===== config.mk =====
export PLATFORM = sky130hd
export DESIGN_NAME = kmer_similarity_sorted_row_unit_flat
export DESIGN_NICKNAME = d
export VERILOG_FILES = /design/src/rtl/kssr_pkg.sv /design/src/rtl/kssr_in_if.sv /design/src/rtl/kssr_out_if.sv /design/src/rtl/kssr_ram.sv /design/src/rtl/kssr_cell.sv /design/src/rtl/kmer_similarity_sorted_row_unit.sv /design/src/flat_wrapper.sv
export VERILOG_INCLUDE_DIRS = /design/src /design/src/rtl
export SDC_FILE = /design/constraint.sdc
export NUM_CORES = 2
export LEC_CHECK = 0
export BUFFER_PORTS_ARGS = -buffer_cell sky130_fd_sc_hd__buf_2
export CAP_MARGIN = 20
export CORE_UTILIZATION = 64
export DETAILED_ROUTE_END_ITERATION = 10
export GPL_ROUTABILITY_DRIVEN = 0
export PLACE_DENSITY_LB_ADDON = 0.12
export SYNTH_ARGS = -nofsm -noshare
export SYNTH_HDL_FRONTEND = slang
export SYNTH_SLANG_ARGS = --single-unit

===== constraint.sdc =====
create_clock -name clk -period 5.5 [get_ports clk]
set_input_delay 1.1 -clock clk [delete_from_list [all_inputs] [get_ports clk]]
set_output_delay 1.1 -clock clk [all_outputs]
set_load 0.01 [all_outputs]

===== src/rtl/kmer_similarity_sorted_row_unit_assert.svh =====
// Assertion macros shared by the k-mer similarity sorted row unit.
`ifndef KMER_SIMILARITY_SORTED_ROW_UNIT_ASSERT_SVH
`define KMER_SIMILARITY_SORTED_ROW_UNIT_ASSERT_SVH

// Same-cycle implication, disabled while reset is asserted.
`define KSSR_ASSERT_IMP(name, clk, rst_n, ante, cons) \
    name: assert property (@(posedge clk) disable iff (!rst_n) (ante) |-> (cons)) \
        else $error("kssr assertion failed");

// Next-cycle implication, disabled while reset is asserted.
`define KSSR_ASSERT_NEXT(name, clk, rst_n, ante, cons) \
    name: assert property (@(posedge clk) disable iff (!rst_n) (ante) |=> (cons)) \
        else $error("kssr assertion failed");

`endif


===== src/rtl/kssr_pkg.sv =====
// Shared types and constants of the k-mer similarity sorted row unit.
package kssr_pkg;

    localparam int SCORE_W    = 10;
    localparam int SUB_W      = 8;
    localparam int LETTER_W   = 5;
    localparam int QUERY_W    = 6;
    localparam int QUERY_SPAN = 2 ** QUERY_W;
    localparam int INDEX_W    = 6;

    localparam logic CMD_WRITE = 1'b0;
    localparam logic CMD_QUERY = 1'b1;

    typedef logic signed [SCORE_W-1:0] score_t;
    typedef logic signed [SUB_W-1:0]   sub_t;

    typedef struct packed {
        logic clear;
        logic insert;
        logic shift;
    } cell_ctrl_t;

endpackage


===== src/rtl/kssr_in_if.sv =====
// Input channel interface: substitution writes and k-mer queries.
interface kssr_in_if;
    logic                                 valid;
    logic                                 ready;
    logic                                 cmd;
    logic [kssr_pkg::LETTER_W-1:0]        sub_row;
    logic [kssr_pkg::LETTER_W-1:0]        sub_col;
    kssr_pkg::sub_t                       sub_value;
    logic [kssr_pkg::QUERY_W-1:0]         query_kmer;

    modport source (output valid, output cmd, output sub_row, output sub_col,
                    output sub_value, output query_kmer, input ready);
    modport sink (input valid, input cmd, input sub_row, input sub_col,
                  input sub_value, input query_kmer, output ready);
endinterface


===== src/rtl/kssr_out_if.sv =====
// Output channel interface: sorted score and index pairs.
interface kssr_out_if;
    logic                          valid;
    logic                          ready;
    kssr_pkg::score_t              pair_score;
    logic [kssr_pkg::INDEX_W-1:0]  kmer_index;
    logic                          last;

    modport source (output valid, output pair_score, output kmer_index, output last,
                    input ready);
    modport sink (input valid, input pair_score, input kmer_index, input last,
                  output ready);
endinterface


===== src/rtl/kssr_ram.sv =====
// Generic single-write, single-read RAM with registered read data.
module kssr_ram #(
    parameter int WIDTH = 8,
    parameter int DEPTH = 16
) (
    input  logic                     clk,
    input  logic                     we,
    input  logic [$clog2(DEPTH)-1:0] waddr,
    input  logic [WIDTH-1:0]         wdata,
    input  logic [$clog2(DEPTH)-1:0] raddr,
    output logic [WIDTH-1:0]         rdata
);

    logic [WIDTH-1:0] mem [DEPTH];
    logic [WIDTH-1:0] rdata_reg;

    always_ff @(posedge clk)
    begin
        if (we)
        begin
            mem[waddr] <= wdata;
        end
        rdata_reg <= mem[raddr];
    end

    assign rdata = rdata_reg;

endmodule


===== src/rtl/kssr_cell.sv =====
// One cell of the insertion sorting chain, holding one score and index.
module kssr_cell #(
    parameter int IW = 6
) (
    input  logic                 clk,
    input  logic                 rst_n,
    input  kssr_pkg::cell_ctrl_t ctrl,
    input  kssr_pkg::score_t     new_score,
    input  logic [IW-1:0]        new_idx,
    input  logic                 prev_valid,
    input  kssr_pkg::score_t     prev_score,
    input  logic [IW-1:0]        prev_idx,
    input  logic                 prev_keep,
    input  logic                 next_valid,
    input  kssr_pkg::score_t     next_score,
    input  logic [IW-1:0]        next_idx,
    output logic                 valid,
    output kssr_pkg::score_t     score,
    output logic [IW-1:0]        idx,
    output logic                 keep
);

    logic             valid_reg;
    logic             valid_next;
    kssr_pkg::score_t score_reg;
    kssr_pkg::score_t score_next;
    logic [IW-1:0]    idx_reg;
    logic [IW-1:0]    idx_next;

    // A cell keeps its entry when it is at least the incoming score, which keeps ties stable.
    assign keep = valid_reg && (score_reg >= new_score);

    always_comb
    begin
        valid_next = valid_reg;
        score_next = score_reg;
        idx_next   = idx_reg;
        if (ctrl.clear)
        begin
            valid_next = 1'b0;
        end
        else if (ctrl.insert)
        begin
            if (!keep)
            begin
                if (prev_keep)
                begin
                    valid_next = 1'b1;
                    score_next = new_score;
                    idx_next   = new_idx;
                end
                else
                begin
                    valid_next = prev_valid;
                    score_next = prev_score;
                    idx_next   = prev_idx;
                end
            end
        end
        else if (ctrl.shift)
        begin
            valid_next = next_valid;
            score_next = next_score;
            idx_next   = next_idx;
        end
    end

    always_ff @(posedge clk or negedge rst_n)
    begin
        if (!rst_n)
        begin
            valid_reg <= 1'b0;
        end
        else
        begin
            valid_reg <= valid_next;
        end
    end

    always_ff @(posedge clk)
    begin
        score_reg <= score_next;
        idx_reg   <= idx_next;
    end

    assign valid = valid_reg;
    assign score = score_reg;
    assign idx   = idx_reg;

endmodule


===== src/rtl/kmer_similarity_sorted_row_unit.sv =====
// Top level of the k-mer similarity sorted row unit: scoring sequencer and sorting chain.
//
//   channel | direction | transaction
//   req     | in        | cmd 0: write one substitution entry; cmd 1: query one k-mer row
//   rsp     | out       | one (pair_score, kmer_index, last) pair of the sorted row
//
// A query scores one target k-mer per cycle, with KMER copies of the substitution table read in
// parallel, then the sorting chain shifts out one pair per cycle while rsp is ready.
// After reset the chain is empty; substitution entries are undefined until written.
// Requests are taken only between queries. A stalled rsp holds the chain in place.
`include "kmer_similarity_sorted_row_unit_assert.svh"

module kmer_similarity_sorted_row_unit #(
    parameter int ALPHABET = 4,
    parameter int KMER     = 3
) (
    input logic        clk,
    input logic        rst_n,
    kssr_in_if.sink    req,
    kssr_out_if.source rsp
);

    localparam int LW    = $clog2(ALPHABET);
    localparam int COUNT = ALPHABET ** KMER;
    localparam int IW    = $clog2(COUNT);
    localparam int CW    = $clog2(COUNT + 1);
    localparam int DEPTH = ALPHABET * ALPHABET;
    localparam int AW    = $clog2(DEPTH);

    localparam logic [1:0] ST_IDLE  = 2'd0;
    localparam logic [1:0] ST_SCORE = 2'd1;
    localparam logic [1:0] ST_DRAIN = 2'd2;

    typedef logic [KMER-1:0][LW-1:0] letters_t;
    typedef letters_t [kssr_pkg::QUERY_SPAN-1:0] qtab_t;

    // Letters of every query index, letter 0 least significant, wrapping at ALPHABET**KMER.
    function automatic qtab_t build_qtab();
        qtab_t    tab;
        letters_t d;
        logic     carry;
        d = '0;
        for (int v = 0; v < kssr_pkg::QUERY_SPAN; v++)
        begin
            tab[v] = d;
            carry  = 1'b1;
            for (int p = 0; p < KMER; p++)
            begin
                if (carry)
                begin
                    if (int'(d[p]) == ALPHABET - 1)
                    begin
                        d[p] = '0;
                    end
                    else
                    begin
                        d[p]  = d[p] + LW'(1);
                        carry = 1'b0;
                    end
                end
            end
        end
        return tab;
    endfunction

    localparam qtab_t QTAB = build_qtab();

    logic [1:0]       state_reg;
    logic [1:0]       state_next;
    letters_t         qlet_reg;
    letters_t         qlet_next;
    letters_t         tlet_reg;
    letters_t         tlet_next;
    logic [CW-1:0]    iss_cnt_reg;
    logic [CW-1:0]    iss_cnt_next;
    logic             iss_on_reg;
    logic             iss_on_next;
    logic             s1_valid_reg;
    logic [IW-1:0]    s1_idx_reg;
    logic             s2_valid_reg;
    kssr_pkg::score_t s2_score_reg;
    logic [IW-1:0]    s2_idx_reg;
    logic [CW-1:0]    ins_cnt_reg;
    logic [CW-1:0]    ins_cnt_next;
    logic [CW-1:0]    out_cnt_reg;
    logic [CW-1:0]    out_cnt_next;

    logic                 req_fire;
    logic                 query_start;
    logic                 wr_en;
    logic [AW-1:0]        waddr;
    logic [AW-1:0]        raddr [KMER];
    logic [kssr_pkg::SUB_W-1:0] rd_data [KMER];
    logic [IW-1:0]        cur_idx;
    kssr_pkg::score_t     sum;
    logic                 out_fire;
    kssr_pkg::cell_ctrl_t ctrl;

    logic             c_valid [COUNT+2];
    kssr_pkg::score_t c_score [COUNT+2];
    logic [IW-1:0]    c_idx   [COUNT+2];
    logic             c_keep  [COUNT+2];
    logic [IW+kssr_pkg::INDEX_W-1:0] idx_ext;

    assign req.ready   = (state_reg == ST_IDLE);
    assign req_fire    = req.valid && req.ready;
    assign query_start = req_fire && (req.cmd == kssr_pkg::CMD_QUERY);
    assign wr_en       = req_fire && (req.cmd == kssr_pkg::CMD_WRITE)
                         && (int'(req.sub_row) < ALPHABET) && (int'(req.sub_col) < ALPHABET);
    assign waddr       = AW'(int'(req.sub_row) * ALPHABET + int'(req.sub_col));

    for (genvar p = 0; p < KMER; p++)
    begin : g_ram
        assign raddr[p] = AW'(int'(qlet_reg[p]) * ALPHABET + int'(tlet_reg[p]));
        kssr_ram #(
            .WIDTH (kssr_pkg::SUB_W),
            .DEPTH (DEPTH)
        ) u_ram (
            .clk   (clk),
            .we    (wr_en),
            .waddr (waddr),
            .wdata (req.sub_value),
            .raddr (raddr[p]),
            .rdata (rd_data[p])
        );
    end

    always_comb
    begin
        cur_idx = IW'(tlet_reg[KMER-1]);
        for (int p = KMER - 2; p >= 0; p--)
        begin
            cur_idx = IW'(int'(cur_idx) * ALPHABET + int'(tlet_reg[p]));
        end
    end

    always_comb
    begin
        sum = '0;
        for (int p = 0; p < KMER; p++)
        begin
            sum = sum + kssr_pkg::score_t'({{(kssr_pkg::SCORE_W - kssr_pkg::SUB_W)
                                               {rd_data[p][kssr_pkg::SUB_W-1]}}, rd_data[p]});
        end
    end

    // Targets step with letter 0 most significant, so the last letter counts fastest.
    always_comb
    begin
        logic carry;
        tlet_next    = tlet_reg;
        iss_cnt_next = iss_cnt_reg;
        iss_on_next  = iss_on_reg;
        carry        = 1'b1;
        if (query_start)
        begin
            tlet_next    = '0;
            iss_cnt_next = '0;
            iss_on_next  = 1'b1;
        end
        else if (iss_on_reg)
        begin
            for (int p = KMER - 1; p >= 0; p--)
            begin
                if (carry)
                begin
                    if (int'(tlet_reg[p]) == ALPHABET - 1)
                    begin
                        tlet_next[p] = '0;
                    end
                    else
                    begin
                        tlet_next[p] = tlet_reg[p] + LW'(1);
                        carry        = 1'b0;
                    end
                end
            end
            if (iss_cnt_reg == CW'(COUNT - 1))
            begin
                iss_on_next = 1'b0;
            end
            else
            begin
                iss_cnt_next = iss_cnt_reg + CW'(1);
            end
        end
    end

    assign out_fire    = rsp.valid && rsp.ready;
    assign ctrl.clear  = query_start;
    assign ctrl.insert = s2_valid_reg;
    assign ctrl.shift  = out_fire;

    always_comb
    begin
        state_next   = state_reg;
        qlet_next    = qlet_reg;
        ins_cnt_next = ins_cnt_reg;
        out_cnt_next = out_cnt_reg;
        case (state_reg)
            ST_IDLE:
            begin
                if (query_start)
                begin
                    qlet_next    = QTAB[req.query_kmer];
                    ins_cnt_next = '0;
                    state_next   = ST_SCORE;
                end
            end
            ST_SCORE:
            begin
                if (s2_valid_reg)
                begin
                    ins_cnt_next = ins_cnt_reg + CW'(1);
                    if (ins_cnt_reg == CW'(COUNT - 1))
                    begin
                        out_cnt_next = CW'(COUNT);
                        state_next   = ST_DRAIN;
                    end
                end
            end
            ST_DRAIN:
            begin
                if (out_fire)
                begin
                    out_cnt_next = out_cnt_reg - CW'(1);
                    if (out_cnt_reg == CW'(1))
                    begin
                        state_next = ST_IDLE;
                    end
                end
            end
            default:
            begin
                state_next = ST_IDLE;
            end
        endcase
    end

    always_ff @(posedge clk or negedge rst_n)
    begin
        if (!rst_n)
        begin
            state_reg    <= ST_IDLE;
            iss_on_reg   <= 1'b0;
            s1_valid_reg <= 1'b0;
            s2_valid_reg <= 1'b0;
            iss_cnt_reg  <= '0;
            ins_cnt_reg  <= '0;
            out_cnt_reg  <= '0;
        end
        else
        begin
            state_reg    <= state_next;
            iss_on_reg   <= iss_on_next;
            s1_valid_reg <= iss_on_reg;
            s2_valid_reg <= s1_valid_reg;
            iss_cnt_reg  <= iss_cnt_next;
            ins_cnt_reg  <= ins_cnt_next;
            out_cnt_reg  <= out_cnt_next;
        end
    end

    always_ff @(posedge clk)
    begin
        qlet_reg     <= qlet_next;
        tlet_reg     <= tlet_next;
        s1_idx_reg   <= cur_idx;
        s2_score_reg <= sum;
        s2_idx_reg   <= s1_idx_reg;
    end

    assign c_valid[0]       = 1'b0;
    assign c_score[0]       = '0;
    assign c_idx[0]         = '0;
    assign c_keep[0]        = 1'b1;
    assign c_valid[COUNT+1] = 1'b0;
    assign c_score[COUNT+1] = '0;
    assign c_idx[COUNT+1]   = '0;
    assign c_keep[COUNT+1]  = 1'b0;

    for (genvar i = 1; i <= COUNT; i++)
    begin : g_cell
        kssr_cell #(
            .IW (IW)
        ) u_cell (
            .clk        (clk),
            .rst_n      (rst_n),
            .ctrl       (ctrl),
            .new_score  (s2_score_reg),
            .new_idx    (s2_idx_reg),
            .prev_valid (c_valid[i-1]),
            .prev_score (c_score[i-1]),
            .prev_idx   (c_idx[i-1]),
            .prev_keep  (c_keep[i-1]),
            .next_valid (c_valid[i+1]),
            .next_score (c_score[i+1]),
            .next_idx   (c_idx[i+1]),
            .valid      (c_valid[i]),
            .score      (c_score[i]),
            .idx        (c_idx[i]),
            .keep       (c_keep[i])
        );
    end

    assign idx_ext        = {{kssr_pkg::INDEX_W{1'b0}}, c_idx[1]};
    assign rsp.valid      = (state_reg == ST_DRAIN);
    assign rsp.pair_score = c_score[1];
    assign rsp.kmer_index = idx_ext[kssr_pkg::INDEX_W-1:0];
    assign rsp.last       = (out_cnt_reg == CW'(1));

    `KSSR_ASSERT_IMP(a_no_request_in_drain, clk, rst_n, rsp.valid, !req.ready)
    `KSSR_ASSERT_IMP(a_head_sorted, clk, rst_n, rsp.valid && c_valid[2], c_score[1] >= c_score[2])
    `KSSR_ASSERT_NEXT(a_last_frees_input, clk, rst_n, rsp.valid && rsp.ready && rsp.last, req.ready)
    `KSSR_ASSERT_IMP(a_insert_while_scoring, clk, rst_n, s2_valid_reg, state_reg == ST_SCORE)

endmodule

===== src/flat_wrapper.sv =====
// flat-port wrapper written by rule: the top's interface ports become plain ports
module kmer_similarity_sorted_row_unit_flat 
#(
    parameter int ALPHABET = 4,
    parameter int KMER     = 3
)
  (clk, rst_n, req_valid, req_cmd, req_sub_row, req_sub_col, req_sub_value, req_query_kmer, req_ready, rsp_valid, rsp_pair_score, rsp_kmer_index, rsp_last, rsp_ready);
  kssr_in_if req_i ();
  kssr_out_if rsp_i ();
  input logic clk;
  input logic rst_n;
  input wire logic [$bits(req_i.valid)-1:0] req_valid;
  input wire logic [$bits(req_i.cmd)-1:0] req_cmd;
  input wire logic [$bits(req_i.sub_row)-1:0] req_sub_row;
  input wire logic [$bits(req_i.sub_col)-1:0] req_sub_col;
  input wire logic [$bits(req_i.sub_value)-1:0] req_sub_value;
  input wire logic [$bits(req_i.query_kmer)-1:0] req_query_kmer;
  output wire logic [$bits(req_i.ready)-1:0] req_ready;
  output wire logic [$bits(rsp_i.valid)-1:0] rsp_valid;
  output wire logic [$bits(rsp_i.pair_score)-1:0] rsp_pair_score;
  output wire logic [$bits(rsp_i.kmer_index)-1:0] rsp_kmer_index;
  output wire logic [$bits(rsp_i.last)-1:0] rsp_last;
  input wire logic [$bits(rsp_i.ready)-1:0] rsp_ready;
  assign req_i.valid = req_valid;
  assign req_i.cmd = req_cmd;
  assign req_i.sub_row = req_sub_row;
  assign req_i.sub_col = req_sub_col;
  assign req_i.sub_value = req_sub_value;
  assign req_i.query_kmer = req_query_kmer;
  assign req_ready = req_i.ready;
  assign rsp_valid = rsp_i.valid;
  assign rsp_pair_score = rsp_i.pair_score;
  assign rsp_kmer_index = rsp_i.kmer_index;
  assign rsp_last = rsp_i.last;
  assign rsp_i.ready = rsp_ready;
  kmer_similarity_sorted_row_unit #(.ALPHABET(ALPHABET), .KMER(KMER)) u_core (.clk(clk), .rst_n(rst_n), .req(req_i), .rsp(rsp_i));
endmodule

* Yosys cells after proc, flatten, opt, wreduce, memory -nomap -nowiden
Memory sizes are Yosys's and may differ from the RTL's. A register that Yosys moved wholly into a read port is not among the register bits.
Index checks and enable logic that the tools add are counted.
** Word-level totals
- Register bits after elaboration :: 1142
- Bits in latches :: 0
- Bits in writable memories :: 384
- ROM bits :: 384
- Memories :: 4
** Operators by class
- Add/sub/neg operators :: 14
- Multiply operators :: 0
- Divide/modulo/power cells :: 0
- $lt $le $gt $ge :: 66
- Equal/unequal tests :: 142
- Shift-type cells :: 0
- Mux-type cells :: 860
- Bitwise operators :: 2
- Reduce and logical (&&, ||, !) cells :: 211
** Memories
- (name not given) :: depth 64, width 6, read ports 1, clocked after Yosys merged registers in 1, write ports 0, line kmer_similarity_sorted_row_unit.sv:205 : qlet_next = QTAB[req.query_kmer];
- u_core.g_ram[0].u_ram.mem :: depth 16, width 8, read ports 1, clocked after Yosys merged registers in 1, write ports 1, line kssr_ram.sv:14 : logic [WIDTH-1:0] mem [DEPTH];
- u_core.g_ram[1].u_ram.mem :: depth 16, width 8, read ports 1, clocked after Yosys merged registers in 1, write ports 1, line kssr_ram.sv:14
- u_core.g_ram[2].u_ram.mem :: depth 16, width 8, read ports 1, clocked after Yosys merged registers in 1, write ports 1, line kssr_ram.sv:14
** Operator list (count)
- 10-bit two-way mux :: 255
- 6-bit two-way mux :: 255
- 10-bit greater-or-equal comparator :: 64
- 1-bit two-way mux :: 331
- 3-bit AND reduction :: 65
- 3-bit inequality test (second input constant) :: 64
- 2-bit AND reduction :: 68
- 2-bit inequality test (second input constant) :: 67
- 1-bit logical AND :: 70
- 7-bit two-way mux :: 8
- 7-bit case mux with 2 select lines :: 2
- 4-bit by 2-bit adder with 4-bit output :: 4
- 2-bit two-way mux :: 8
- 7-bit by 1-bit adder with 7-bit output (second input constant) :: 2
- 7-bit by 6-bit == test with 1-bit output (second input constant) :: 2
- 9-bit by 8-bit adder with 10-bit output :: 1
- 5-bit by 3-bit less-than comparator with 1-bit output (second input constant) :: 2
- 8-bit by 8-bit adder with 9-bit output :: 1
- 2-bit by 1-bit == test with 1-bit output (second input constant) :: 4
- 2-bit nonzero test :: 4
- 7-bit by 1-bit == test with 1-bit output (second input constant) :: 1
- 7-bit by 1-bit subtractor with 7-bit output (second input constant) :: 1
- 2-bit by 1-bit adder with 2-bit output (second input constant) :: 3
- 6-bit by 2-bit adder with 6-bit output :: 1
- 9 further kinds :: 12

* Depth between registers and ports, before layout
- Depth after elaboration :: 8
- Gate-level depth with buffers :: 12

* Hierarchy
From an unflattened synthesis, not the netlist that was laid out.
** Unflattened totals
- Cells, all modules :: 8668
- Area total of the unflattened synthesis :: 93569.7 um^2
** Modules (own cells, without submodules)
- kssr_cell at u_core.g_cell[10].u_cell ... :: times used 36, cells an instance 120, area each 1169.9 um^2, seq. area each 505.5 um^2
- kssr_cell at u_core.g_cell[43].u_cell ... :: times used 28, cells an instance 122, area each 1191.1 um^2, seq. area each 505.5 um^2
- kssr_ram :: times used 3, cells an instance 229, area each 5147.4 um^2, seq. area each 4003.8 um^2
- kmer_similarity_sorted_row_unit :: times used 1, cells an instance 245, area each 2660.1 um^2, seq. area each 1391.3 um^2

* Worst setup path after synthesis
No wires, ideal clock.
- Path kind :: reg-to-reg
- Start :: reg u_core.s2_score_reg[3]
- End :: reg u_core.g_cell[11].u_cell.idx_reg[0] (enable)
- Setup time :: 0.394 ns
- Arrival time :: 4.051 ns
- Required time :: 5.106 ns
- Setup slack :: 1.054 ns
- Cell stages (with the launch flop) :: 12
- Path through :: dfxtp_1 -> clkbuf_1 -> inv_1 -> ha_1 -> a21o_1 -> a21oi_1 -> o21ai_0 -> a21o_1 -> a21oi_4 -> buf_6 -> inv_1 -> a21oi_1
** Between the ends
- Word-level cells in the longest chain between the ends :: 4
** Ends and longest elaborated chain
- start: declaration :: line kmer_similarity_sorted_row_unit.sv:81 : kssr_pkg::score_t s2_score_reg;
- start signal: assignment :: line kmer_similarity_sorted_row_unit.sv:269 : s2_score_reg <= sum;
- 10-bit greater-or-equal comparator :: line kssr_cell.sv:31 : assign keep = valid_reg && (score_reg >= new_score);
- 1-bit logical AND :: line kssr_cell.sv:31
- 2-bit inequality test (no line)
- 3-bit AND reduction (no line)
- end signal: assignment :: line kssr_cell.sv:83 : idx_reg <= idx_next;
- end: declaration :: line kssr_cell.sv:27 : logic [IW-1:0] idx_reg;
Every way passes these cells.
A chain may end at the register's enable or synchronous reset.

* Final worst setup path
- Start :: reg u_core.s2_score_reg[5]
- End :: reg u_core.g_cell[27].u_cell.score_reg[5] (enable)
** Between the ends
- Word-level cells in the longest chain between the ends :: 4
** Ends and longest elaborated chain
- 10-bit greater-or-equal comparator :: line kssr_cell.sv:31
- 1-bit logical AND :: line kssr_cell.sv:31
- 2-bit inequality test (no line)
- 3-bit AND reduction (no line)
- end signal: assignment :: line kssr_cell.sv:82 : score_reg <= score_next;
- end: declaration :: line kssr_cell.sv:25 : kssr_pkg::score_t score_reg;
Every way passes these cells.

==> flow_metrics.tcl <==
set metrics [dict create \
    critical_path.max_stage_delay_ps 590 \
    syn2layout_area_growth_pct 8.33 \
    vdd_drop_max_v 0.000328 \
    cts_setup_buffers 0 \
    ys_seq_elements 1300 \
    cts.hold.buffers_added 0 \
    end_kind "flop" \
    die_w_um 352 \
    start_kind "flop" \
    timing.fmax_ghz 0.260 \
    dpl.hpwl_mm 162 \
    ys_seq_area_share_pct 48.5 \
    largest_register_ffs 640 \
    synth_edf_count 1158 \
    synth_top_flop_cell "edfxtp_1" \
    io_buffers 47 \
    hold-worst-slack_ps 277 \
    slew_headroom_pct 19.8 \
    grt_pass1_vias 59800 \
    critPathKind "reg2reg" \
    grt_overflow 0 \
    yosysMostFrequentCell "edfxtp_1" \
    worstSkewPairLatency_ps 800 \
    synthTopCellsByCount "1,158 x edfxtp_1, 931 x nor2_1, 656 x ha_1, 585 x a21oi_1, 565 x a221o_1" \
    post_cts_resized 0 \
    seqCellArea_sq_mm 0.0381 \
    fillers 8676 \
    crit_top_cell "buf_4" \
    critical_path.slowest_cell "a21oi_1" \
    ff2ff_path_depth 9 \
    r2r-start "u_core.s2_score_reg[5]" \
    root_buffer "clkbuf_16" \
    drt-vias-per-instance 7.19 \
    drive_gt1_share_pct 10.4 \
    clock_path_buffers 3 \
    power_leakage_nw 35.2 \
    totalWireLength_mm 250 \
    clkSinkCount 1300 \
    crit_arrival_ps 4340 \
    nets 7565 \
    synthesis.instances 7030 \
    route.detailed.drc 0 \
    io_pins 48 \
    netlist.area_leader.share_pct 44.3 \
    drtIter0Drc 8332 \
    multi_input_area_sq_mm 0.0373 \
    design.core.area_sq_mm 0.122 \
    timing.final.crit_share_pct 69.9 \
    dieArea_sq_mm 0.124 \
    htree_levels 4 \
    synthesis.area_sq_mm 0.0785 \
    outcome "finished, final reports clean" \
    grt_max_degree 231 \
    grt_pass1_wl_mm 373 \
    std_cell_rows 128 \
    hp-class "in2async" \
    cp.depth 9 \
    final_max_slew_viol_count 0 \
    fin_tns_setup_ps 0 \
    crit_chain "inv_4 > buf_4 > ha_1 > a21o_1 > a211oi_1 > a211oi_4 > buf_4 > a21oi_1 > buf_4" \
    crit_buf_inv 4 \
    antenna_found_initial 6 \
    r2r_end "u_core.g_cell[27].u_cell.score[5]" \
    synth_nets 7724 \
    start_util_pct 64.5 \
    synth-async-reset-ratio_pct 6.92 \
    grt_setup_unrepaired "no" \
    setup_viol_count_final 0 \
    yosysWarnings 0 \
    vias 62000 \
    synth_top_cell_by_area "edfxtp_1" \
    die_y_um 352 \
    final_antenna_net_count 0 \
    grt_use_total_pct 39.7 \
    r2r_setup_slack_ps 1650 \
    worst_slew_pin_slew_ps 1200 \
    worst_clock_skew_ps 31.9 \
    cp_max_fo 38 \
    finalHoldViolCount 0 \
    wire_per_inst_um 29.0 \
    dr.pass1.iters 6 \
    crit_family "buffers and inverters" \
    postSynthAreaPerCell_sq_um 11.2 \
    synth_area_leaders "edfxtp_1 44%, ha_1 10%, a221o_1 7.2%" \
    cts_tree "yes" \
    numCtsBuffers 145 \
    power_density_mw_per_mm2 244 \
    worst_ep_required_time_ps 5990 \
    path_clk_slew_ps 60 \
    synth.distinct_cells 75 \
    period_needed_ps 3850 \
    drv_cap 0 \
]
==> report_power, final <==
part           leakage [nW]  switching (mW)  internal, mW
registers              13.3               0          10.6
clock network          2.40            4.24          5.85
logic                  19.5          0.0431        0.0122
==> worst max-delay path by stage <==
stage	startpoint	slack (ps)	to
4_1_cts	u_core.s2_score_reg[6]	1610	u_core.g_cell[56].u_cell.idx[3]
3_3_place_gp	u_core.s2_score_reg[6]	1790	u_core.g_cell[55].u_cell.idx[0]
5_1_grt	u_core.s2_score_reg[3]	1440	u_core.g_cell[33].u_cell.score[0]
2_1_floorplan	u_core.s2_score_reg[3]	1050	u_core.g_cell[11].u_cell.idx[0]
3_5_place_dp	u_core.s2_score_reg[6]	1650	u_core.g_cell[56].u_cell.idx[3]
6_report	u_core.s2_score_reg[5]	1650	u_core.g_cell[27].u_cell.score[5]
==> final cells by class <==
type                    instances  share of cell area, %
clock inverters                78                  0.937
inverters                     188                  0.868
multi-input cells            4978                   43.8
clock buffers                 191                   4.79
flip-flops and latches       1300                   44.8
diodes                          2                0.00588
repair buffers                258                   2.41
well taps                    1625                   2.39
==> logic make-up after synthesis <==
kind of cell | share of synthesized area, %
AND/OR/NAND/NOR | 11.7
AO/OA/AOI/OAI | 16.3
flip-flops | 48.5
buffers and inverters | 4.30
adder cells (fa/ha/maj) | 10.7
multiplexers | 8.36
XOR/XNOR | 0.223
==> worst register-to-register path: cells and delay by family, from the launching register on <==
kind | cells | cell delay [ps]
buffers and inverters | 4 | 1600
AOI/OAI and AO/OA | 4 | 1300
adders and majority gates | 1 | 310
DFF | 1 | 330
==> placed cells by master (no fill, tap or decap), types with 27 or more instances in the layout <==
master,count
o31a_1,49
buf_4,191
edfxtp_1,1158
a21o_1,81
nand3_1,49
buf_2,46
and3_1,258
o21ai_0,109
a211oi_1,45
dfxtp_1,33
clkinv_2,27
a221o_1,565
nor2_1,922
dfrtp_1,89
nand2b_1,52
inv_1,168
nor2b_1,38
nand2_1,534
clkbuf_16,153
a31oi_1,89
nor3_1,52
nand4_1,73
ha_1,656
mux2i_1,385
a21oi_1,583
o211ai_1,37
o22ai_1,33
mux4_2,120
==> stage by stage <==
| stage | std cells | util (%) | instance area [sq um] | worst slack (ps) | total power, mW |
|---|---|---|---|---|---|
| after floorplan | 7030 | - | 78500 | 1050 | 10.8 |
| after global placement | 8336 | 65.7 | 80000 | 1790 | 10.9 |
| after detailed placement | 8341 | 65.8 | 80100 | 1650 | 10.9 |
| after CTS | 8610 | 69.8 | 84900 | 1610 | 20.8 |
| after global routing | 8618 | 69.9 | 85100 | 1440 | 21.1 |
| final | 8620 | 69.9 | 85100 | 1650 | 20.8 |
==> per-layer routing <==
| metal | up-vias | wire (um) | global-route usage, % |
|---|---|---|---|
| met4 | 8 | 19200 | 27.2 |
| met3 | 986 | 28800 | 8.49 |
| met2 | 4165 | 110000 | 59.3 |
| li1 | 26800 | - | - |
| met1 | 30000 | 91900 | 51.9 |
| met5 | - | 56 | 0 |
No activity file was read; power rests on OpenSTA's default activity.
